`config.mk`:
```
export PLATFORM = sky130hd
export DESIGN_NAME = rlap_ram
export DESIGN_NICKNAME = d
export VERILOG_FILES = /design/src/sv/rlap_ram.sv
export SDC_FILE = /design/constraint.sdc
export NUM_CORES = 1
export LEC_CHECK = 0
export BUFFER_PORTS_ARGS = -buffer_cell sky130_fd_sc_hd__buf_2
export CAP_MARGIN = 20
export CORE_MARGIN = 1.5
export CORE_UTILIZATION = 40
export CTS_BUF_LIST = sky130_fd_sc_hd__clkbuf_4 sky130_fd_sc_hd__clkbuf_8 sky130_fd_sc_hd__clkbuf_16
export DETAILED_ROUTE_END_ITERATION = 10
export PLACE_DENSITY = 0.68
export RECOVER_POWER = 100
export SYNTH_ARGS = -nofsm -noshare
export SYNTH_HDL_FRONTEND = slang
export SYNTH_SLANG_ARGS = --single-unit
```
`constraint.sdc`:
```
create_clock -name clk -period 4.2 [get_ports clk]
set_clock_uncertainty 0.15 [all_clocks]
set_input_delay 0.63 -clock clk [delete_from_list [all_inputs] [get_ports clk]]
set_output_delay 0.63 -clock clk [all_outputs]
set_load 0.005 [all_outputs]
```
`src/sv/rlap_ram.sv`:
```
module rlap_ram #(
	parameter int WIDTH = 8,
	parameter int DEPTH = 16
) (
	input  logic                     clk,
	input  logic                     we,
	input  logic [$clog2(DEPTH)-1:0] waddr,
	input  logic [WIDTH-1:0]         wdata,
	input  logic [$clog2(DEPTH)-1:0] raddr,
	output logic [WIDTH-1:0]         rdata
);

	logic [WIDTH-1:0] mem_q [DEPTH];

	always_ff @(posedge clk) begin
		if (we) begin
			mem_q[waddr] <= wdata;
		end
		rdata <= mem_q[raddr];
	end

endmodule

```
# Yosys cells after proc, flatten, opt, wreduce, memory -nomap -nowiden
# Memories as Yosys holds them, arrays and structs flattened. A register that Yosys moved wholly into a read port is not among the register bits.
# Cells that the tools add are included.
# W data, S select, Z words.
[op_classes]
muxes = 2
[op_table]
columns = ["operator", "n"]
rows = [
  ["$mux W1", 2],
]
[totals]
memories = 1
inputBits = 18
ramBits = 128
ff_bits = 0
output_inout_bits = 8
wordCells = 3
[memory_table]
columns = ["memory", "depth", "word_bits", "rd", "rd_ports_with_merged_regs", "wr", "line", "text"]
rows = [
  ["mem_q", 16, 8, 1, 1, 1, "13", "logic [WIDTH-1:0] mem_q [DEPTH];"],
]

# Depth between registers and ports, before layout
[logic_depth]
word_depth = 2
mapped_depth = 5
ltp_nobuf = 3

# Worst setup path before layout
# No wires, ideal clock.
[synth_path]
path_type = "input port to flip-flop"
start = "input waddr[2]"
end = "memory mem_q[0][0] (enable)"
path_buffers = 0
setup_slack_ns = 1.927
arrival_time_ns = 1.740
setup_ns = 0.383
t_required_ns = 3.667
path_stages = 2
path_cell_list = "or3b_2 nor3_1"
[synth_rtl]
columns = ["element", "line", "text"]
rows = [
  ["start: declaration", "7", "input logic [$clog2(DEPTH)-1:0] waddr,"],
  ["end: declaration", "13", ""],
]
# No word-level cell before the write port.

==> out/qor.csv <==
metric;value;unit
cts_buffer_depth;2;
fmax;460;MHz
wl;9.12;mm
p_leak;1.94;nW
diodes;0;
core-area;12600;µm²
grt_pass1_wl;14.1;mm
wl_per_cell;20.1;µm
start_kind;primary input;
layout.cells.non_filler;453;
synth_top_family_by_area;multiplexers;
clkPwrFrac;46.4;%
synth_compound_area_share;2.33;%
finalCriticalPeriod;2170;ps
yosys.area_share.xor_xnor;0;%
synth_top_area_share;74.7;%
crit_fanout;26;
post_cts_resized;0;
antenna_found_initial;0;
critPathSlowestCell;mux4_1;
netSwitchingPower;0.000615;W
status;completed;
power.internal;0.00247;W
cts-buffers-inserted;17;
clock_sinks;136;
end_kind;flop;
grt_pass1_vias;2430;
area_delta_synth_final;16.5;%
die_h;116;µm
required;4340;ps
syn_area;5150;µm²
finalNetCount;286;
drcViolationCount;0;
place.port_buffers;25;
power_density;514;nW/µm²
cts_root_buf;clkbuf_16;
placed_cells;420;
synth_fa_ha_area_share;0;%
initial_core_util;41.0;%
setup_tns;0;ps
ys_ff_latch;136;
syn_area_per_cell;22.5;µm²
fillers;1036;
synthTopCellsByArea;edfxtp_1, mux4_2, mux4_1;
ctsHoldBuffers;0;
insertion_delay;400;ps
total_power;0.00308;W
via_count;2312;
path_cells;clkbuf_1, buf_12, mux4_1, a22oi_1, nand2_1;
post_cts_buffers;0;
slowest_delay;600;ps
synthSimpleGateAreaFrac;3.18;%
tightest_slew;978;ps
rsz0062_at_grt;no;
sw_frac_of_total;19.9;%
place_hpwl;5.76;mm
yosys.area.top_type;edfxtp_1;
relSlewSlack;34.6;%
track_usage;15.1;%
min_period_over_period;51.7;%
layout_common_cells;edfxtp_1, clkbuf_1, mux4_2;
synth_cell_types;19;
drt-vias-per-instance;5.10;
core.rowCount;41;
cts_tree;yes;
syn_nets;247;
report.final.slew_viol_count;0;
grt-ovfl-total;0;
die_x;116;µm
seqPwrFrac;49.5;%
seq_area_frac_synth;77.8;%
clk_pin_slew;60;ps
hold_class;reg -> reg;
cp.arrival;2320;ps
drv_cap;0;
synth_cells;229;
yosysWarnings;0;
setup_violations;0;
worstSetupPathType;in -> reg;
mostFrequentLayoutCell;edfxtp_1;
drive_gt1_share;21.7;%
firstDrtPassIters;4;
p_comb_share;4.1;%
grt_max_degree;33;
ant_nets;0;
synthMuxAreaShare;15.0;%
ir_worst_vdd;0.306;mV
dieArea;13600;µm²
place_congestion;0.693;
io-pin-count;26;
hold_viol;0;
drtIter0Drc;150;
htreeDepth;4;
-- per-stage QoR --
| step | hold slack, ps | instance area [µm²] | worst slack, ps | utilization, % |
|---|---|---|---|---|
| after floorplan | 479 | 5150 | 1930 | - |
| after global placement | 505 | 5430 | 1440 | 43.2 |
| after detailed placement | 513 | 5430 | 1430 | 43.2 |
| after CTS | 440 | 6010 | 1870 | 47.8 |
| after global routing | 555 | 6000 | 1860 | 47.7 |
| final | 529 | 6000 | 2030 | 47.7 |
-- power groups by stage --
stage | clock network (W) | registers (W) | logic, W
floorplan | 0 | 0.00155 | 0.0000770
global placement | 0 | 0.00155 | 0.000127
detailed placement | 0 | 0.00156 | 0.000130
CTS | 0.00145 | 0.00153 | 0.000131
global route | 0.00152 | 0.00153 | 0.000140
finish | 0.00143 | 0.00153 | 0.000126
-- registers in the layout (all words and copies together), names as in the netlist --
name	count
mem_q	128
rdata	8
-- logic make-up (layout without fill, tap and decap cells) --
kind of cell / count (synthesis) / count (layout)
DFF: 136 / 136
buffers and inverters: 10 / 62
and+or+nand+nor: 35 / 35
muxes: 32 / 32
AOI/OAI and AO/OA: 16 / 16
-- routing by layer --
metal,vias up,GRT usage [%],part of all wire [%]
li1,1045,-,-
met1,1193,19.5,43
met2,61,24.2,50
met3,13,4.26,4.8
met4,0,6.59,1.6
met5,-,0,0
-- critical path: cells and delay by family --
kind	cells	cell delay (ps)
buf+inv	2	750
simple gates	1	70
compound gates	1	250
mux	1	600
-- area by class of cell --
type	count	area (µm²)	share of cell area (%)
flip-flops and latches	136	4000	66.8
multi-input cells	83	1060	17.6
clock buffers	19	453	7.55
well taps	172	215	3.59
repair buffers	30	140	2.34
clock inverters	13	129	2.15
-- path summary, 6_finish.rpt --
kind / startpoint / to / slack, ps / cells after the start
setup reg to reg: mem_q[10][2] / rdata[2] / 2750 / 3
hold reg to reg: mem_q[11][5] / rdata[5] / 530 / 3
setup / recovery: raddr[0] / rdata[3] / 2030 / 5
hold / removal: mem_q[11][5] / rdata[5] / 530 / 3
-- Yosys cell counts --
cell and number:
a22oi_1 16, and2_1 1, and2b_1 1, buf_2 3, buf_4 1, buf_6 3, clkdlybuf4s25_2 3, dfxtp_1 8
edfxtp_1 128, mux4_1 14, mux4_2 18, nand2_1 9, nand2b_1 2, nand3_1 1, nand3b_1 2, nor2_1 13
nor2b_1 1, nor3_1 4, or3b_2 1
Note: power is estimated with default switching activity, not from simulation.
