<file path="src/sv/rlap_pkg.sv">
package rlap_pkg;

	// Frame geometry
	localparam int MAX_WIDTH = 1024;
	localparam int COL_W     = $clog2(MAX_WIDTH);
	localparam int WIDTH_W   = 11;
	localparam int HEIGHT_W  = 16;

	// Configuration port
	localparam int CFG_IDX_W  = 2;
	localparam int CFG_DATA_W = 16;
	localparam logic [CFG_IDX_W-1:0] REG_MODE   = 2'd0;
	localparam logic [CFG_IDX_W-1:0] REG_WIDTH  = 2'd1;
	localparam logic [CFG_IDX_W-1:0] REG_HEIGHT = 2'd2;

	// Request codes
	localparam logic OP_PIXEL = 1'b0;
	localparam logic OP_FLUSH = 1'b1;

	localparam logic MODE_SHARPEN = 1'b0;
	localparam logic MODE_EDGE    = 1'b1;

	localparam logic [7:0] PIXEL_MAX = 8'd255;

	// Window taps are numbered row * 3 + column
	localparam int TAPS       = 9;
	localparam int CENTRE_TAP = 4;

	// Result queue
	localparam int OFIFO_DEPTH = 4;
	localparam int OFIFO_PTR_W = $clog2(OFIFO_DEPTH);
	localparam int OFIFO_CNT_W = $clog2(OFIFO_DEPTH + 1);

	// Channel 2 is red, 1 green, 0 blue
	typedef logic [2:0][7:0] pix_t;

	typedef struct packed {
		pix_t upper;
		pix_t middle;
	} line_t;

	typedef struct packed {
		logic       op;
		logic [7:0] red_in;
		logic [7:0] green_in;
		logic [7:0] blue_in;
	} in_item_t;

	typedef struct packed {
		logic [7:0] red_out;
		logic [7:0] green_out;
		logic [7:0] blue_out;
		logic       frame_end;
	} out_item_t;

	typedef struct packed {
		logic border;
		logic edge_mode;
	} lane_ctrl_t;

endpackage

</file>
<file path="src/sv/rlap_ofifo.sv">
module rlap_ofifo (
	input  logic                                clk,
	input  logic                                arst_n,
	input  logic                                push,
	input  rlap_pkg::out_item_t                 push_data,
	input  logic                                pop,
	output logic                                not_empty,
	output rlap_pkg::out_item_t                 head,
	output logic [rlap_pkg::OFIFO_CNT_W-1:0]    count
);

	rlap_pkg::out_item_t                 mem_q [rlap_pkg::OFIFO_DEPTH];
	logic [rlap_pkg::OFIFO_PTR_W-1:0]    wr_ptr_q, rd_ptr_q;
	logic [rlap_pkg::OFIFO_CNT_W-1:0]    cnt_q;

	function automatic logic [rlap_pkg::OFIFO_PTR_W-1:0] ptr_next(
		input logic [rlap_pkg::OFIFO_PTR_W-1:0] p
	);
		ptr_next = (p == rlap_pkg::OFIFO_PTR_W'(rlap_pkg::OFIFO_DEPTH - 1))
			? '0 : p + rlap_pkg::OFIFO_PTR_W'(1);
	endfunction

	assign not_empty = (cnt_q != '0);
	assign head      = mem_q[rd_ptr_q];
	assign count     = cnt_q;

	always_ff @(posedge clk or negedge arst_n) begin
		if (!arst_n) begin
			wr_ptr_q <= '0;
			rd_ptr_q <= '0;
			cnt_q    <= '0;
		end else begin
			if (push) begin
				wr_ptr_q <= ptr_next(wr_ptr_q);
			end
			if (pop) begin
				rd_ptr_q <= ptr_next(rd_ptr_q);
			end
			if (push && !pop) begin
				cnt_q <= cnt_q + rlap_pkg::OFIFO_CNT_W'(1);
			end else if (pop && !push) begin
				cnt_q <= cnt_q - rlap_pkg::OFIFO_CNT_W'(1);
			end
		end
	end

	always_ff @(posedge clk) begin
		if (push) begin
			mem_q[wr_ptr_q] <= push_data;
		end
	end

endmodule

</file>
<file path="config.mk">
export PLATFORM = sky130hd
export DESIGN_NAME = rlap_ofifo
export DESIGN_NICKNAME = d
export VERILOG_FILES = /design/src/sv/rlap_pkg.sv /design/src/sv/rlap_ofifo.sv
export SDC_FILE = /design/constraint.sdc
export NUM_CORES = 1
export LEC_CHECK = 0
export BUFFER_PORTS_ARGS = -buffer_cell sky130_fd_sc_hd__buf_4
export CAP_MARGIN = 10
export CELL_PAD_IN_SITES_DETAIL_PLACEMENT = 0
export CELL_PAD_IN_SITES_GLOBAL_PLACEMENT = 1
export CORE_AREA = 4 4 100 102
export CTS_CLUSTER_DIAMETER = 200
export CTS_CLUSTER_SIZE = 14
export DETAILED_ROUTE_END_ITERATION = 12
export DIE_AREA = 0 0 104 106
export PLACE_DENSITY = 0.68
export SLEW_MARGIN = 15
export SYNTH_ARGS = -nofsm -noshare
export SYNTH_HDL_FRONTEND = slang
export SYNTH_SLANG_ARGS = --single-unit
</file>
<file path="constraint.sdc">
create_clock -name clk -period 1.8 [get_ports clk]
set_input_delay 0.36 -clock clk [delete_from_list [all_inputs] [get_ports clk]]
set_output_delay 0.36 -clock clk [all_outputs]
set_load 0.01 [all_outputs]
</file>
== Word-level counts from Yosys, hierarchy flattened ==
Memory sizes are Yosys's and may differ from the RTL's.
Index checks and enable logic that the tools add are counted.
Operators by class
  $add $sub $neg: 4
  multipliers: 0
  divide/modulo/power cells: 0
  $lt $le $gt $ge: 0
  eq/ne operators: 2
  shifts and indexed selects: 0
  mux-type cells: 6
  bitwise logic cells: 0
  reductions and logical operators: 6
Operators with widths (number)
  2-to-1 mux 3 bit: 2
  adder 2 x 1 -> 2 bit, second input constant: 2
  == test 2 bit, second input constant: 2
  2-to-1 mux 2 bit: 2
  adder 3 x 1 -> 3 bit, second input constant: 1
  nonzero test 3 bit: 1
  subtractor 3 x 1 -> 3 bit, second input constant: 1
  logical AND 1 bit: 2
  logical NOT 1 bit: 2
  2-to-1 mux 1 bit: 2
  nonzero test 2 bit: 1
Word-level totals
  register bits: 7
  bits in latches: 0
  memory bits (writable): 100
  bits in read-only memories: 0
  bits of input ports: 29
  output and inout bits: 29
  word-level logic and storage cells: 22
  memories kept: 1
Memories
  mem_q: depth 4, bits a word 25, rd ports 1, clocked after memory_dff 0, write ports 1, line rlap_ofifo.sv:12  | rlap_pkg::out_item_t mem_q [rlap_pkg::OFIFO_DEPTH];

== Longest topological paths before layout ==
  word-level depth: 4
  mapped depth: 7
  gate-level depth less buffers: 7

== Least setup slack after synthesis ==
OpenSTA, ideal clock, no wires.
  path type: register to register
  from: reg wr_ptr_q[0] (netlist bit)
  to: mem mem_q[2][0] (netlist bit) (enable)
  library setup time: 384 ps
  arrival: 1254 ps
  data required time: 1416 ps
  slack: 162 ps
  cell stages (with the launch flop): 4
  path buffers: 0
  period minus slack after synthesis: 1638 ps
  cells stage by stage: dfrtp_1 inv_1 ha_1 and2_1
RTL lines
  start: declaration: line rlap_ofifo.sv:13  | logic [rlap_pkg::OFIFO_PTR_W-1:0] wr_ptr_q, rd_ptr_q;
  start signal: assignment: line rlap_ofifo.sv:34  | wr_ptr_q <= ptr_next(wr_ptr_q);
  end: declaration: line rlap_ofifo.sv:12
Straight into the memory's write port.

==> impl_summary.log <==
INFO  metric status = complete, but fails checks
INFO  metric violations_in_the_final_reports = negative setup slack
INFO  metric yosys_top_cell_by_area = edfxtp_1
INFO  metric clk_pin_slew_worst_paths = 0.09 ns
INFO  metric yosys-top-cells-area = edfxtp_1 74%, mux4_2 10%, mux4_1 4.5%
INFO  metric seq_area = 0.00318 mm2
INFO  metric n_fill_cell = 719
INFO  metric hold_path.class = in2reg
INFO  metric critical_path.cell_chain = buf_4 -> mux4_2 -> buf_4
INFO  metric first_pass_iters = 4
INFO  metric tightest_slew = 0.286 ns
INFO  metric total_of_max_cap_violations = 0
INFO  metric synth.yosys.seq_area_share = 78.2%
INFO  metric grt_start_max_net_pins = 23
INFO  metric vdd_drop_max = 609 uV
INFO  metric grt_setup_unrepaired = true
INFO  metric tritoncts = done
INFO  metric drc_errors = 0
INFO  metric yosysUniqueCellTypes = 19
INFO  metric maxSlewViolCount = 0
INFO  metric clkPwrFrac = 20.2%
INFO  metric comb_power_share = 35.5%
INFO  metric maxSlewHeadroom = 81.0%
INFO  metric clock_tree.root_cell = clkbuf_8
INFO  metric grt_pass1_vias = 2038
INFO  metric fin_util = 54.5%
INFO  metric critPathTopFamily = multiplexers
INFO  metric timing.clock.skew = 0.00851 ns
INFO  metric cts_num_sinks = 107
INFO  metric clockBufferDepth = 2
INFO  metric numCtsBuffers = 9
INFO  metric final_hold_viol_count = 0
INFO  metric cpMaxStageDelayCell = mux4_2
INFO  metric synth.ff_latch_count = 107
INFO  metric synth_area_per_cell = 24.3 um2
INFO  metric num_vias = 1815
INFO  metric cts_post_setup_buffers_inserted = 0
INFO  metric row_count = 35
INFO  metric timing.critical_path.buf_inv = 2
INFO  metric power.density_cell_area = 1540 mW/mm2
INFO  metric globalRoute.totalOverflow = 0
INFO  metric syn-cell-area = 0.00407 mm2
INFO  metric fin_crit_sh = 111%
INFO  metric total_core_area = 0.00911 mm2
INFO  metric synthToLayoutAreaGrowth = 22.1%
INFO  metric cell_internal_pwr = 5.52 mW
INFO  metric antenna_found_initial = 0
INFO  metric p_leak = 1.75 nW
INFO  metric worstSkewPairLatency = 0.35 ns
INFO  metric max_freq = 499 MHz
INFO  metric die-height = 106 um
INFO  metric io_buffer_count = 57
INFO  metric wirelength_met1 = 2890 um
INFO  metric drt_iter0_markers = 67
INFO  metric synth.top_cell.area_share = 73.9%
INFO  metric start_kind = register
INFO  metric die_width = 104 um
INFO  metric timing.critical_path.fanout_max = 4
INFO  metric top_layer_used = met4
INFO  metric via_per_inst = 5.07
INFO  metric design.portCount = 58
INFO  metric groute.usage.overall = 13.0%
INFO  metric timing_worst_setup_path_type = reg2out
INFO  metric totalNegativeSetupSlack = -4.56 ns
INFO  metric finalWirelength = 6720 um
INFO  metric met3_wirelength = 299 um
INFO  metric routabilityCongestion = 0.667
INFO  metric route.antenna.remaining_nets = 0
INFO  metric post_drt_wl_per_cell = 18.8 um
INFO  metric num-nets-final = 278
INFO  metric area_of_the_die = 0.0110 mm2
INFO  metric multiInputGateArea = 776 um2
INFO  metric max_stage_delay = 0.52 ns
INFO  metric sw_frac_of_total = 27.7%
INFO  metric worst_path_most_repeated_cell = buf_4
INFO  metric power_frac_seq = 44.3%
INFO  metric antenna-diode-count = 0
INFO  metric post_synth_inst_count = 167
INFO  metric place_hpwl = 4430 um
INFO  metric start_util = 44.6%
INFO  metric post-route-worst-setup-slack = -0.203 ns
INFO  metric route.met2.wl = 3470 um
INFO  metric cp.arrival = 1.64 ns
INFO  metric grt_pass1_wl = 10800 um
INFO  metric switching_power = 2.12 mW
INFO  metric cts_max_level = 3
INFO  metric synth_warnings = 0
INFO  metric worstSetupEndpointType = output pin
INFO  metric layout-drive-gt1-share = 45.7%
INFO  metric required = 1.44 ns
INFO  metric fin_crit = 2.00 ns
INFO  metric synth_nets = 203
INFO  metric setup_viol_count_final = 25
==> power by group through the flow <==
stage	Sequential [mW]	Clock, mW	Combinational, mW
CTS	3.38	1.58	2.72
global route	3.43	1.70	2.94
detailed placement	3.44	0	2.55
floorplan	3.38	0	1.51
global placement	3.41	0	2.53
finish	3.38	1.54	2.71
==> cells in the mapped netlist <==
cell / n
inv_1: 5
buf_2: 3
ha_1: 6
buf_6: 1
nand3_1: 1
xor2_1: 2
nand2_1: 1
mux2_2: 3
buf_12: 2
xnor2_1: 1
or3_1: 1
nor2_1: 2
mux4_2: 18
mux4_1: 7
fa_1: 1
and2_1: 4
dfrtp_1: 7
edfxtp_1: 100
o21ai_0: 2
==> metal layers <==
metal,track usage (%),vias up
li1,-,835
met1,15.9,932
met2,22.5,42
met3,3.83,6
met4,3.70,0
met5,0,-
==> cells in the final DEF, fill, tap and decap left out <==
master,Yosys,layout
edfxtp_1,100,100
buf_4,0,48
mux4_2,18,25
buf_6,1,18
clkbuf_8,0,9
ha_1,6,6
dfrtp_1,7,6
inv_1,5,5
and2_1,4,4
mux2_2,3,3
buf_12,2,3
o21ai_0,2,2
nor2_1,2,2
xor2_1,2,2
bufinv_16,0,2
clkinvlp_4,0,2
or3_1,1,1
xnor2_1,1,1
nand3_1,1,1
nand2_1,1,1
fa_1,1,1
clkinv_2,0,1
inv_6,0,1
clkbuf_1,0,1
dlygate4sd3_1,0,1
dfrtp_2,0,1
==> cells by family (layout without fill, tap and decap cells) <==
logic type | count (synthesis) | after routing | synth area share (%)
flops | 107 | 107 | 78.2
mux | 28 | 28 | 15.3
buf+inv | 11 | 91 | 2.09
simple gates | 9 | 9 | 1.17
fa+ha+maj | 7 | 7 | 2.34
xor+xnor | 3 | 3 | 0.646
compound gates | 2 | 2 | 0.246
==> path summary, 6_finish.rpt <==
check                             start            to  slack [ns]  depth (start not counted)
setup / recovery            rd_ptr_q[0]       head[7]       -0.20                          3
hold / removal             push_data[6]   mem_q[1][6]        0.20                          1
setup reg to reg            wr_ptr_q[0]  mem_q[0][14]        0.32                          4
hold reg to reg                count[2]      count[2]        0.51                          1
max in group asynchronous        arst_n   rd_ptr_q[0]        1.33                          2
min in group asynchronous        arst_n      count[2]        0.34                          2
==> stage by stage <==
step	power (mW)	instances	hold WS (ns)	area (um2)	worst slack, ns
6_report	7.63	358	0.200	4960	-0.203
5_1_grt	8.07	358	0.171	4960	-0.285
4_1_cts	7.69	358	0.182	4950	-0.268
3_5_place_dp	5.99	341	0.184	4690	0.110
3_3_place_gp	5.95	341	0.181	4690	0.120
2_1_floorplan	4.89	167	0.0644	4070	0.162
==> repair_timing <==
| item | in CTS | in global routing |
|---|---|---|
| gates cloned | 0 | 0 |
| hold buffers | 1 | 0 |
| endpoints found under the hold margin | 7 | 0 |
| endpoints found under the setup margin | 25 | 25 |
| resized for setup | 17 | 8 |
==> registers in the layout (all words and copies together) (netlist names) <==
| signal | count |
|---|---|
| rd_ptr_q | 2 |
| mem_q | 100 |
| wr_ptr_q | 2 |
| count | 3 |
==> layout make-up <==
cell class              count  share of cell area (%)
flip-flops and latches    107                    64.1
multi-input cells          49                    15.6
repair buffers             70                    12.8
well taps                 111                    2.80
clock buffers              10                    2.57
clock inverters             6                    1.79
inverters                   5                   0.378
Note: power is estimated with default switching activity, not from simulation.
