===== src/sv/rlap_pkg.sv =====
package rlap_pkg;

	// Frame geometry
	localparam int MAX_WIDTH = 1024;
	localparam int COL_W     = $clog2(MAX_WIDTH);
	localparam int WIDTH_W   = 11;
	localparam int HEIGHT_W  = 16;

	// Configuration port
	localparam int CFG_IDX_W  = 2;
	localparam int CFG_DATA_W = 16;
	localparam logic [CFG_IDX_W-1:0] REG_MODE   = 2'd0;
	localparam logic [CFG_IDX_W-1:0] REG_WIDTH  = 2'd1;
	localparam logic [CFG_IDX_W-1:0] REG_HEIGHT = 2'd2;

	// Request codes
	localparam logic OP_PIXEL = 1'b0;
	localparam logic OP_FLUSH = 1'b1;

	localparam logic MODE_SHARPEN = 1'b0;
	localparam logic MODE_EDGE    = 1'b1;

	localparam logic [7:0] PIXEL_MAX = 8'd255;

	// Window taps are numbered row * 3 + column
	localparam int TAPS       = 9;
	localparam int CENTRE_TAP = 4;

	// Result queue
	localparam int OFIFO_DEPTH = 4;
	localparam int OFIFO_PTR_W = $clog2(OFIFO_DEPTH);
	localparam int OFIFO_CNT_W = $clog2(OFIFO_DEPTH + 1);

	// Channel 2 is red, 1 green, 0 blue
	typedef logic [2:0][7:0] pix_t;

	typedef struct packed {
		pix_t upper;
		pix_t middle;
	} line_t;

	typedef struct packed {
		logic       op;
		logic [7:0] red_in;
		logic [7:0] green_in;
		logic [7:0] blue_in;
	} in_item_t;

	typedef struct packed {
		logic [7:0] red_out;
		logic [7:0] green_out;
		logic [7:0] blue_out;
		logic       frame_end;
	} out_item_t;

	typedef struct packed {
		logic border;
		logic edge_mode;
	} lane_ctrl_t;

endpackage


===== src/sv/rlap_lane.sv =====
module rlap_lane (
	input  logic [rlap_pkg::TAPS-1:0][7:0] taps,
	input  logic [7:0]                     centre,
	input  rlap_pkg::lane_ctrl_t           ctrl,
	output logic [7:0]                     result
);

	logic [8:0]         sum_a, sum_b, sum_c, sum_d;
	logic [9:0]         sum_ab, sum_cd;
	logic [10:0]        sum_nb;
	logic [11:0]        weighted;
	logic signed [12:0] diff;

	// Neighbour sum as a small tree, centre tap left out
	assign sum_a  = {1'b0, taps[0]} + {1'b0, taps[1]};
	assign sum_b  = {1'b0, taps[2]} + {1'b0, taps[3]};
	assign sum_c  = {1'b0, taps[5]} + {1'b0, taps[6]};
	assign sum_d  = {1'b0, taps[7]} + {1'b0, taps[8]};
	assign sum_ab = {1'b0, sum_a} + {1'b0, sum_b};
	assign sum_cd = {1'b0, sum_c} + {1'b0, sum_d};
	assign sum_nb = {1'b0, sum_ab} + {1'b0, sum_cd};

	// 8x or 9x centre
	assign weighted = {1'b0, taps[rlap_pkg::CENTRE_TAP], 3'b000}
		+ (ctrl.edge_mode ? 12'd0 : {4'b0000, taps[rlap_pkg::CENTRE_TAP]});

	assign diff = $signed({1'b0, weighted}) - $signed({2'b00, sum_nb});

	always_comb begin
		if (ctrl.border) begin
			result = ctrl.edge_mode ? 8'd0 : centre;
		end else if (diff < 0) begin
			result = 8'd0;
		end else if (diff > $signed({5'd0, rlap_pkg::PIXEL_MAX})) begin
			result = rlap_pkg::PIXEL_MAX;
		end else begin
			result = diff[7:0];
		end
	end

endmodule


===== config.mk =====
export PLATFORM = sky130hd
export DESIGN_NAME = rlap_lane
export DESIGN_NICKNAME = d
export VERILOG_FILES = /design/src/sv/rlap_pkg.sv /design/src/sv/rlap_lane.sv
export SDC_FILE = /design/constraint.sdc
export NUM_CORES = 1
export LEC_CHECK = 0
export BUFFER_PORTS_ARGS = -buffer_cell sky130_fd_sc_hd__buf_2
export CAP_MARGIN = 10
export CORE_MARGIN = 4
export CORE_UTILIZATION = 45
export DETAILED_ROUTE_END_ITERATION = 8
export PLACE_DENSITY = 0.74
export SYNTH_ARGS = -nofsm -noshare
export SYNTH_HDL_FRONTEND = slang
export SYNTH_SLANG_ARGS = --single-unit

===== constraint.sdc =====
create_clock -name vclk -period 6.48
set_input_delay 0.324 -clock vclk [all_inputs]
set_output_delay 0.324 -clock vclk [all_outputs]
set_load 0.01 [all_outputs]

After elaboration in Yosys (flattened, before gate mapping)
Index checks and enable logic that the tools add are counted.

word-level totals
  bits in registers = 0
  input bits = 82
  output and inout port bits = 8
  logic and storage cells = 16

cells by class
  add/sub/neg operators = 9
  magnitude comparators = 2
  multiplexer cells = 5

operators by type and width
  operator               number
  $mux W8                5
  $add A8 B8 Y9          4
  $add A9 B9 Y10         2
  $gt A13 B9 Y1 const B  1
  $lt A13 B1 Y1 const B  1
  $sub A12 B11 Y13       1
  $add A11 B8 Y12        1
  $add A10 B10 Y11       1

Logic depth before layout (Yosys ltp)
Gate-level depths: netlist of run 1.

  word-level depth = 8
  gate-level depth with buffers = 18

Worst setup path after synthesis of run 1
No wires, ideal clock.

  path type = input to output
  start point = input port taps[12] in the netlist's numbering
  end point = output port result[0]
  data arrival time = 4810 ps
  required time = 6156 ps
  setup slack = 1346 ps
  cell stages on the path = 15
  path buffers = 0
  cells stage by stage = inv_1 > fa_1 > fa_1 > fa_1 > fa_1 > inv_1 > fa_1 > inv_1 > ha_1 > and3_4 > a221oi_4 > o31a_2 > o2111ai_1 > o31a_4 > a221o_1

between the ends
  cells in the longest elaborated chain, start to end = 8

RTL lines
  item                RTL line         source
  from (decl)         rlap_lane.sv:2   input logic [rlap_pkg::TAPS-1:0][7:0] taps,
  $add A8 B8 Y9 *     rlap_lane.sv:15  assign sum_a = {1'b0, taps[0]} + {1'b0, taps[1]};
  $add A9 B9 Y10 *    rlap_lane.sv:19  assign sum_ab = {1'b0, sum_a} + {1'b0, sum_b};
  $add A10 B10 Y11 *  rlap_lane.sv:21  assign sum_nb = {1'b0, sum_ab} + {1'b0, sum_cd};
  $sub A12 B11 Y13 *  rlap_lane.sv:27  assign diff = $signed({1'b0, weighted}) - $signed({2'b00, sum_nb});
  $gt A13 B9 Y1       rlap_lane.sv:34  end else if (diff > $signed({5'd0, rlap_pkg::PIXEL_MAX})) begin
  $mux W8             rlap_lane.sv:34
  $mux W8 *           rlap_lane.sv:32  end else if (diff < 0) begin
  $mux W8 *           rlap_lane.sv:30  if (ctrl.border) begin
  to (decl)           rlap_lane.sv:5   output logic [7:0] result

Mark *: on every way between the ends. The rest lies on a longest branch, timed or not.

Final worst setup path of run 1
  start point = input port taps[12] in the netlist's numbering
  end point = output port result[3]

The elaborated chain is that of the path after synthesis.

==> results of run 1 <==
[routing by layer]
layer,vias to the layer above,GRT usage
li1,963,-
met1,970,0.1990
met2,49,0.3245
met3,0,0.006508
met4,0,0
met5,-,0
[layout make-up]
type	instances	area share
tap	70	0.02930
inverter	89	0.1118
multi-input combinational	166	0.7082
timing repair buffer	90	0.1507
[synth_stat cells]
library cell	number	area [µm²]
ha_1	22	275.3
a211oi_1	1	7.510
o211ai_1	2	15.01
a21o_1	2	15.01
inv_1	89	334.1
or3_1	1	6.260
and3_4	1	11.26
buf_2	2	10.01
o2111ai_1	1	8.760
o31a_4	1	17.52
and3_1	2	12.51
a31o_1	1	8.760
a21oi_2	1	8.760
xnor2_1	5	43.79
nor3b_1	1	7.510
buf_6	2	22.52
o22ai_2	1	12.51
o31a_2	1	10.01
o21a_1	3	22.52
fa_1	62	1241
nand2_1	3	11.26
nand2b_1	2	12.51
nor3_1	1	5.000
a21oi_1	10	50.05
a22oi_1	1	7.510
o21ai_0	5	25.02
xor2_1	4	35.03
buf_1	1	3.750
mux2i_1	1	10.01
nor2_1	8	30.03
nor2b_1	4	25.02
or2_2	1	6.260
a211o_1	3	26.28
o21bai_1	1	7.510
nand3_1	4	20.02
a221o_1	8	80.08
a2111oi_2	1	15.01
a221oi_4	1	26.28
[path summary, 6_finish.rpt]
| kind | to | slack (ps) |
|---|---|---|
| worst max-delay path | result[3] | 1000 |
| worst min-delay path | result[7] | 960 |
[kinds of logic after synthesis]
family / Yosys count
AOI/OAI and AO/OA: 44
xor gates and xnor gates: 9
adders and majority gates: 84
buffers and inverters: 94
muxes: 1
and+or+nand+nor: 28
[through the flow]
stage,cells,instance area (µm²),hold WS (ps),utilization
after floorplan,260,2487,813.9,-
after global placement,415,2989,958.4,0.5707
after detailed placement,415,2989,962.7,0.5707
after CTS,415,2989,962.2,0.5707
after global routing,415,2989,972.7,0.5707
final,415,2989,955.8,0.5707
[worst max-delay path, stage by stage]
cell and delay [ps]:
buf_2 70, inv_1 40, fa_1 500, fa_1 530, fa_1 520, fa_1 550
inv_1 60, fa_1 530, inv_1 40, ha_1 370, and3_4 220, a221oi_4 340
o31a_2 190, o2111ai_1 120, o31a_4 340, a221o_1 270, buf_2 140
==> results.sh, run 1 <==
export IMPL_status="finished, final reports clean"
export IMPL_dr_max_layer_used="met3"
export IMPL_cts_setup_buffers=0
export IMPL_yosys_area_share_simple=0.05936
export IMPL_hold_class="primary input to output pin"
export IMPL_num_clock_buffers=0
export IMPL_ant_nets=0
export IMPL_synthCells=260
export IMPL_max_slew_margin=0.6375
export IMPL_ctsHoldBuffers=0
export IMPL_synth_xor_area_share=0.03169
export IMPL_dr_wl_met2_mm=2.741
export IMPL_pre_cts_ws_ps=982.5
export IMPL_path_max_fanout=8
export IMPL_antennaDiodeCount=0
export IMPL_numPortBuffers=90
export IMPL_finalHoldViolCount=0
export IMPL_dpl_hpwl_mm=4.694
export IMPL_seq_cell_count=0
export IMPL_multi_input_area_um2=2117
export IMPL_via_count=1982
export IMPL_synthMuxAreaShare=0.004024
export IMPL_synth_compound_area_share=0.1464
export IMPL_ys_types=38
export IMPL_synth_top_family_by_area="adder cells"
export IMPL_final_layout_size_suffix_gt1_frac=0.2841
export IMPL_grt_usage=0.1610
export IMPL_worst_setup_path_start_kind="primary input"
export IMPL_routedWlPerCell_um=12.00
export IMPL_fin_crit_sh=0.8457
export IMPL_fillers=472
export IMPL_fin_crit_ps=5480
export IMPL_num_io_pins=90
export IMPL_seq_area_um2=0
export IMPL_routed_wl_mm=4.980
export IMPL_min_delay_start="centre[7]"
export IMPL_row_count=26
export IMPL_overflow=0
export IMPL_cap_violations=0
export IMPL_hold_depth=3
export IMPL_fp_dieArea_um2=6781
export IMPL_remaining_drc_errors=0
export IMPL_layout_common_cells="buf_2 (90), inv_1 (89), fa_1 (62)"
export IMPL_drt_initial_drc_count=40
export IMPL_final_common_cell="buf_2"
export IMPL_postLayoutSetupSlackWorst_ps=1000
export IMPL_die_x_um=82.35
export IMPL_fp_coreArea_um2=5238
export IMPL_drv_slew=0
export IMPL_die_h_um=82.35
export IMPL_synth_fp_nets=426
export IMPL_arrival_ps=5160
export IMPL_max_freq_mhz=182.5
export IMPL_yosysSeqAreaShare=0
export IMPL_grt_max_degree=11
export IMPL_worst_pin_slew_ps=542.6
export IMPL_place_congestion=0.8194
export IMPL_path_class="primary input to output pin"
export IMPL_ys_warnings_count=0
export IMPL_drt_vias_per_instance=4.776
export IMPL_startpoint="taps[12]"
export IMPL_crit_required_ps=6160
export IMPL_grt_pass1_wl_mm=8.804
export IMPL_start_util=0.4749
export IMPL_dr_pass1_iters=6
export IMPL_route_met3_wl_um=291
export IMPL_rsz0062_at_grt="no"
export IMPL_cts_repair_resized=0
export IMPL_syn_area_per_cell_um2=9.567
export IMPL_grt_pass1_vias=2133
export IMPL_fin_tns_setup_ps=0
export IMPL_fin_nets=513
export IMPL_synth_area_um2=2487
export IMPL_synth_fa_ha_area_frac=0.6097
export IMPL_setup_violations=0
export IMPL_wl_met1_mm=1.946
export IMPL_area_delta_synth_final_pct=20.17
export IMPL_critPathCaptureType="output pin"
export IMPL_antenna_found_initial=0
Power of run 1 is left out: the tool's default activity adds up to more than one toggle a clock period on the data nets, which glitch-free logic cannot reach.
==> inputs of run 2 (changes only) <==
==> constraint.sdc (replaced) <==
create_clock -name vclk -period 5.56
set_input_delay 0.278 -clock vclk [all_inputs]
set_output_delay 0.278 -clock vclk [all_outputs]
set_load 0.01 [all_outputs]
==> results.sh, run 2 (synthesized netlist as in run 1, its figures left out) <==
export IMPL_path_max_fanout=8
export IMPL_status="finished, final reports clean"
export IMPL_layout_common_cells="buf_2 (90), inv_1 (89), fa_1 (62)"
export IMPL_finalHoldViolCount=0
export IMPL_fin_nets=514
export IMPL_crit_path_end="result[3]"
export IMPL_antenna_found_initial=0
export IMPL_die_x_um=82.35
export IMPL_setup_violations=0
export IMPL_seq_cell_count=0
export IMPL_num_clock_buffers=0
export IMPL_grt_max_degree=11
export IMPL_arrival_ps=5020
export IMPL_numPortBuffers=90
export IMPL_fin_hold_ws_ps=863.8
export IMPL_max_slew_margin=0.6256
export IMPL_fp_coreArea_um2=5238
export IMPL_routedWlPerCell_um=11.90
export IMPL_worst_pin_slew_ps=560.5
export IMPL_grt_usage=0.1589
export IMPL_hold_class="primary input to output pin"
export IMPL_max_freq_mhz=188.8
export IMPL_ant_nets=0
export IMPL_drt_initial_drc_count=39
export IMPL_fin_crit_ps=5296
export IMPL_dpl_hpwl_mm=4.690
export IMPL_utilization=0.5726
export IMPL_routed_wl_mm=4.950
export IMPL_worst_setup_path_start_kind="primary input"
export IMPL_path_class="primary input to output pin"
export IMPL_drt_vias_per_instance=4.786
export IMPL_remaining_drc_errors=0
export IMPL_cap_violations=0
export IMPL_drv_slew=0
export IMPL_start_util=0.4749
export IMPL_die_h_um=82.35
export IMPL_fp_dieArea_um2=6781
export IMPL_rsz0062_at_grt="no"
export IMPL_final_common_cell="buf_2"
export IMPL_grt_pass1_wl_mm=8.694
export IMPL_fin_crit_sh=0.9525
export IMPL_antennaDiodeCount=0
export IMPL_via_count=1991
export IMPL_ctsHoldBuffers=0
export IMPL_dr_pass1_iters=4
export IMPL_startpoint="taps[7]"
export IMPL_place_congestion=0.8194
export IMPL_area_delta_synth_final_pct=20.57
export IMPL_critPathCaptureType="output pin"
export IMPL_row_count=26
export IMPL_grt_pass1_vias=2158
export IMPL_final_layout_size_suffix_gt1_frac=0.2890
export IMPL_num_io_pins=90
export IMPL_seq_area_um2=0
export IMPL_fin_tns_setup_ps=0
export IMPL_overflow=0
export IMPL_crit_required_ps=5280
run 2: cell count changes in the layout (fill, tap and decap cells not counted), sizes merged:
cell and delta:
buf +1
run 2: how the worst min path moves through the flow:
stage,end,slack (ps),cells after the start,startpoint
final,result[7],860,3,centre[7]
after global routing,result[2],880,3,centre[2]
after CTS,result[7],870,3,centre[7]
after detailed placement,result[7],870,3,centre[7]
after global placement,result[7],870,3,centre[7]
after floorplan,result[0],720,1,centre[0]
run 2: layout make-up:
type	count	area, µm²
fill	475	2238
inverter	89	334.1
multi-input combinational	166	2120
tap	70	87.58
timing repair buffer	91	457.9
run 2: repair_timing:
item	in CTS	in global routing
buffers inserted	0	1
setup endpoints to repair	0	8
resized for setup	0	1
run 2: stage by stage:
| stage | worst slack [ps] | instance area, µm² | std cells |
|---|---|---|---|
| 2_1_floorplan | 518.4 | 2487 | 260 |
| 3_3_place_gp | 232.1 | 2989 | 415 |
| 3_5_place_dp | 159.1 | 2989 | 415 |
| 4_1_cts | 153.0 | 2989 | 415 |
| 5_1_grt | 17.13 | 2999 | 416 |
| 6_report | 264.0 | 2999 | 416 |
run 2: per-layer routing:
| layer | routed length (µm) | part of all wire | up-vias | global-route usage |
|---|---|---|---|---|
| met2 | 2714 | 0.55 | 53 | 0.3205 |
| li1 | - | - | 969 | - |
| met3 | 301 | 0.061 | 2 | 0.009761 |
| met1 | 1911 | 0.39 | 967 | 0.1907 |
| met4 | 23 | 0.0046 | 0 | 0.008306 |
| met5 | 0 | 0 | - | 0 |
run 2: worst max-delay path: stages:
cell     delay, ps
buf_2           70
inv_1           40
fa_1           500
fa_1           530
inv_1           60
fa_1           520
inv_1           40
fa_1           470
inv_1           50
fa_1           470
inv_1           40
ha_1           390
or2_2          320
a31o_1         230
a21oi_2        120
xnor2_1        100
o31a_4         380
a221o_1        270
buf_2          140
Power of run 2 is left out for the same reason.
==> inputs of run 3 (changes only) <==
--- a/config.mk
+++ b/config.mk
@@ -10,7 +10,7 @@
 export CORE_MARGIN = 4
 export CORE_UTILIZATION = 45
 export DETAILED_ROUTE_END_ITERATION = 8
-export PLACE_DENSITY = 0.74
+export PLACE_DENSITY = 0.75
 export SYNTH_ARGS = -nofsm -noshare
 export SYNTH_HDL_FRONTEND = slang
 export SYNTH_SLANG_ARGS = --single-unit
==> results.sh, run 3 (synthesized netlist as in run 1, its figures left out) <==
export IMPL_ant_nets=0
export IMPL_hold_class="primary input to output pin"
export IMPL_dpl_hpwl_mm=4.764
export IMPL_slowest_stage="fa_1"
export IMPL_via_count=1972
export IMPL_worst_setup_path_start_kind="primary input"
export IMPL_path_class="primary input to output pin"
export IMPL_grt_pass1_wl_mm=8.928
export IMPL_layout_cells_non_filler=416
export IMPL_start_util=0.4749
export IMPL_seq_cell_count=0
export IMPL_fin_tns_setup_ps=0
export IMPL_grt_max_degree=11
export IMPL_dr_pass1_iters=4
export IMPL_status="finished, final reports clean"
export IMPL_drt_initial_drc_count=23
export IMPL_rsz0062_at_grt="no"
export IMPL_num_clock_buffers=0
export IMPL_remaining_drc_errors=0
export IMPL_min_delay_start="centre[7]"
export IMPL_worst_pin_slew_ps=555.7
export IMPL_routed_wl_mm=5.025
export IMPL_cap_violations=0
export IMPL_antennaDiodeCount=0
export IMPL_routedWlPerCell_um=12.08
export IMPL_die_x_um=82.35
export IMPL_overflow=0
export IMPL_max_freq_mhz=188.4
export IMPL_num_io_pins=90
export IMPL_critical_path_cell_chain="buf_2 > inv_1 > fa_1 > fa_1 > inv_1 > fa_1 > inv_1 > fa_1 > inv_1 > fa_1 > inv_1 > ha_1 > or2_2 > a31o_1 > a21oi_2 > xnor2_1 > o31a_4 > a221o_1 > buf_2"
export IMPL_final_common_cell="buf_2"
export IMPL_fin_hold_ws_ps=862.6
export IMPL_fin_crit_ps=5308
export IMPL_fp_coreArea_um2=5238
export IMPL_post_place_cells=415
export IMPL_fillers=493
export IMPL_max_slew_margin=0.6288
export IMPL_numPortBuffers=90
export IMPL_area_delta_synth_final_pct=20.57
export IMPL_utilization=0.5726
export IMPL_crit_required_ps=5280
export IMPL_arrival_ps=5030
export IMPL_layout_common_cells="buf_2 (90), inv_1 (89), fa_1 (62)"
export IMPL_antenna_found_initial=0
export IMPL_drv_slew=0
export IMPL_final_layout_size_suffix_gt1_frac=0.2890
export IMPL_holdPathEnd="result[7]"
export IMPL_setup_violations=0
export IMPL_place_congestion=0.8248
export IMPL_hold_depth=3
export IMPL_grt_usage=0.1649
export IMPL_fin_nets=514
export IMPL_fin_crit_sh=0.9546
export IMPL_finalHoldViolCount=0
export IMPL_die_h_um=82.35
export IMPL_critPathMaxStageDelay_ps=540
export IMPL_grt_pass1_vias=2177
export IMPL_critPathCaptureType="output pin"
export IMPL_seq_area_um2=0
export IMPL_path_max_fanout=8
export IMPL_row_count=26
export IMPL_drt_vias_per_instance=4.740
export IMPL_fp_dieArea_um2=6781
run 3: cell counts in the layout (fill, tap and decap cells not counted):
Identical to the previous run, type by type.
run 3: worst max path at each step:
stage | startpoint | endpoint | slack [ps] | depth (start not counted)
after floorplan | taps[12] | result[0] | 520 | 15
final | taps[7] | result[0] | 250 | 19
after CTS | taps[12] | result[0] | 160 | 17
after detailed placement | taps[12] | result[0] | 170 | 17
after global placement | taps[12] | result[1] | 230 | 17
after global routing | taps[4] | result[0] | 20 | 17
run 3: worst max-delay path, delay by kind of cell:
kind,cells,cell delay [ps]
xor gates and xnor gates,1,90
buffers and inverters,7,460
adders and majority gates,6,2870
AOI/OAI and AO/OA,4,1000
and+or+nand+nor,1,320
run 3: layer usage:
layer / wire length [µm] / GRT usage
met1: 1893 / 0.1843
met2: 2864 / 0.3566
met3: 268 / 0.004338
met4: 0 / 0
met5: 0 / 0
run 3: repair_timing:
item,in CTS,in global routing
endpoints found under the setup margin,0,8
gates resized for setup,0,1
hold buffers,0,0
buffers inserted,0,1
run 3: cell type report:
| type | instances | area, µm² | area share |
|---|---|---|---|
| Multi-Input combinational cell | 166 | 2120 | 0.7067 |
| Timing Repair Buffer | 91 | 457.9 | 0.1527 |
| Inverter | 89 | 334.1 | 0.1114 |
| Tap cell | 70 | 87.58 | 0.02920 |
run 3: per-stage QoR:
| stage | worst slack (ps) | area (µm²) |
|---|---|---|
| 2_1_floorplan | 518.4 | 2487 |
| 3_3_place_gp | 226.9 | 2989 |
| 3_5_place_dp | 171.7 | 2989 |
| 4_1_cts | 164.5 | 2989 |
| 5_1_grt | 16.49 | 2999 |
| 6_report | 252.2 | 2999 |
Power of run 3 is left out for the same reason.
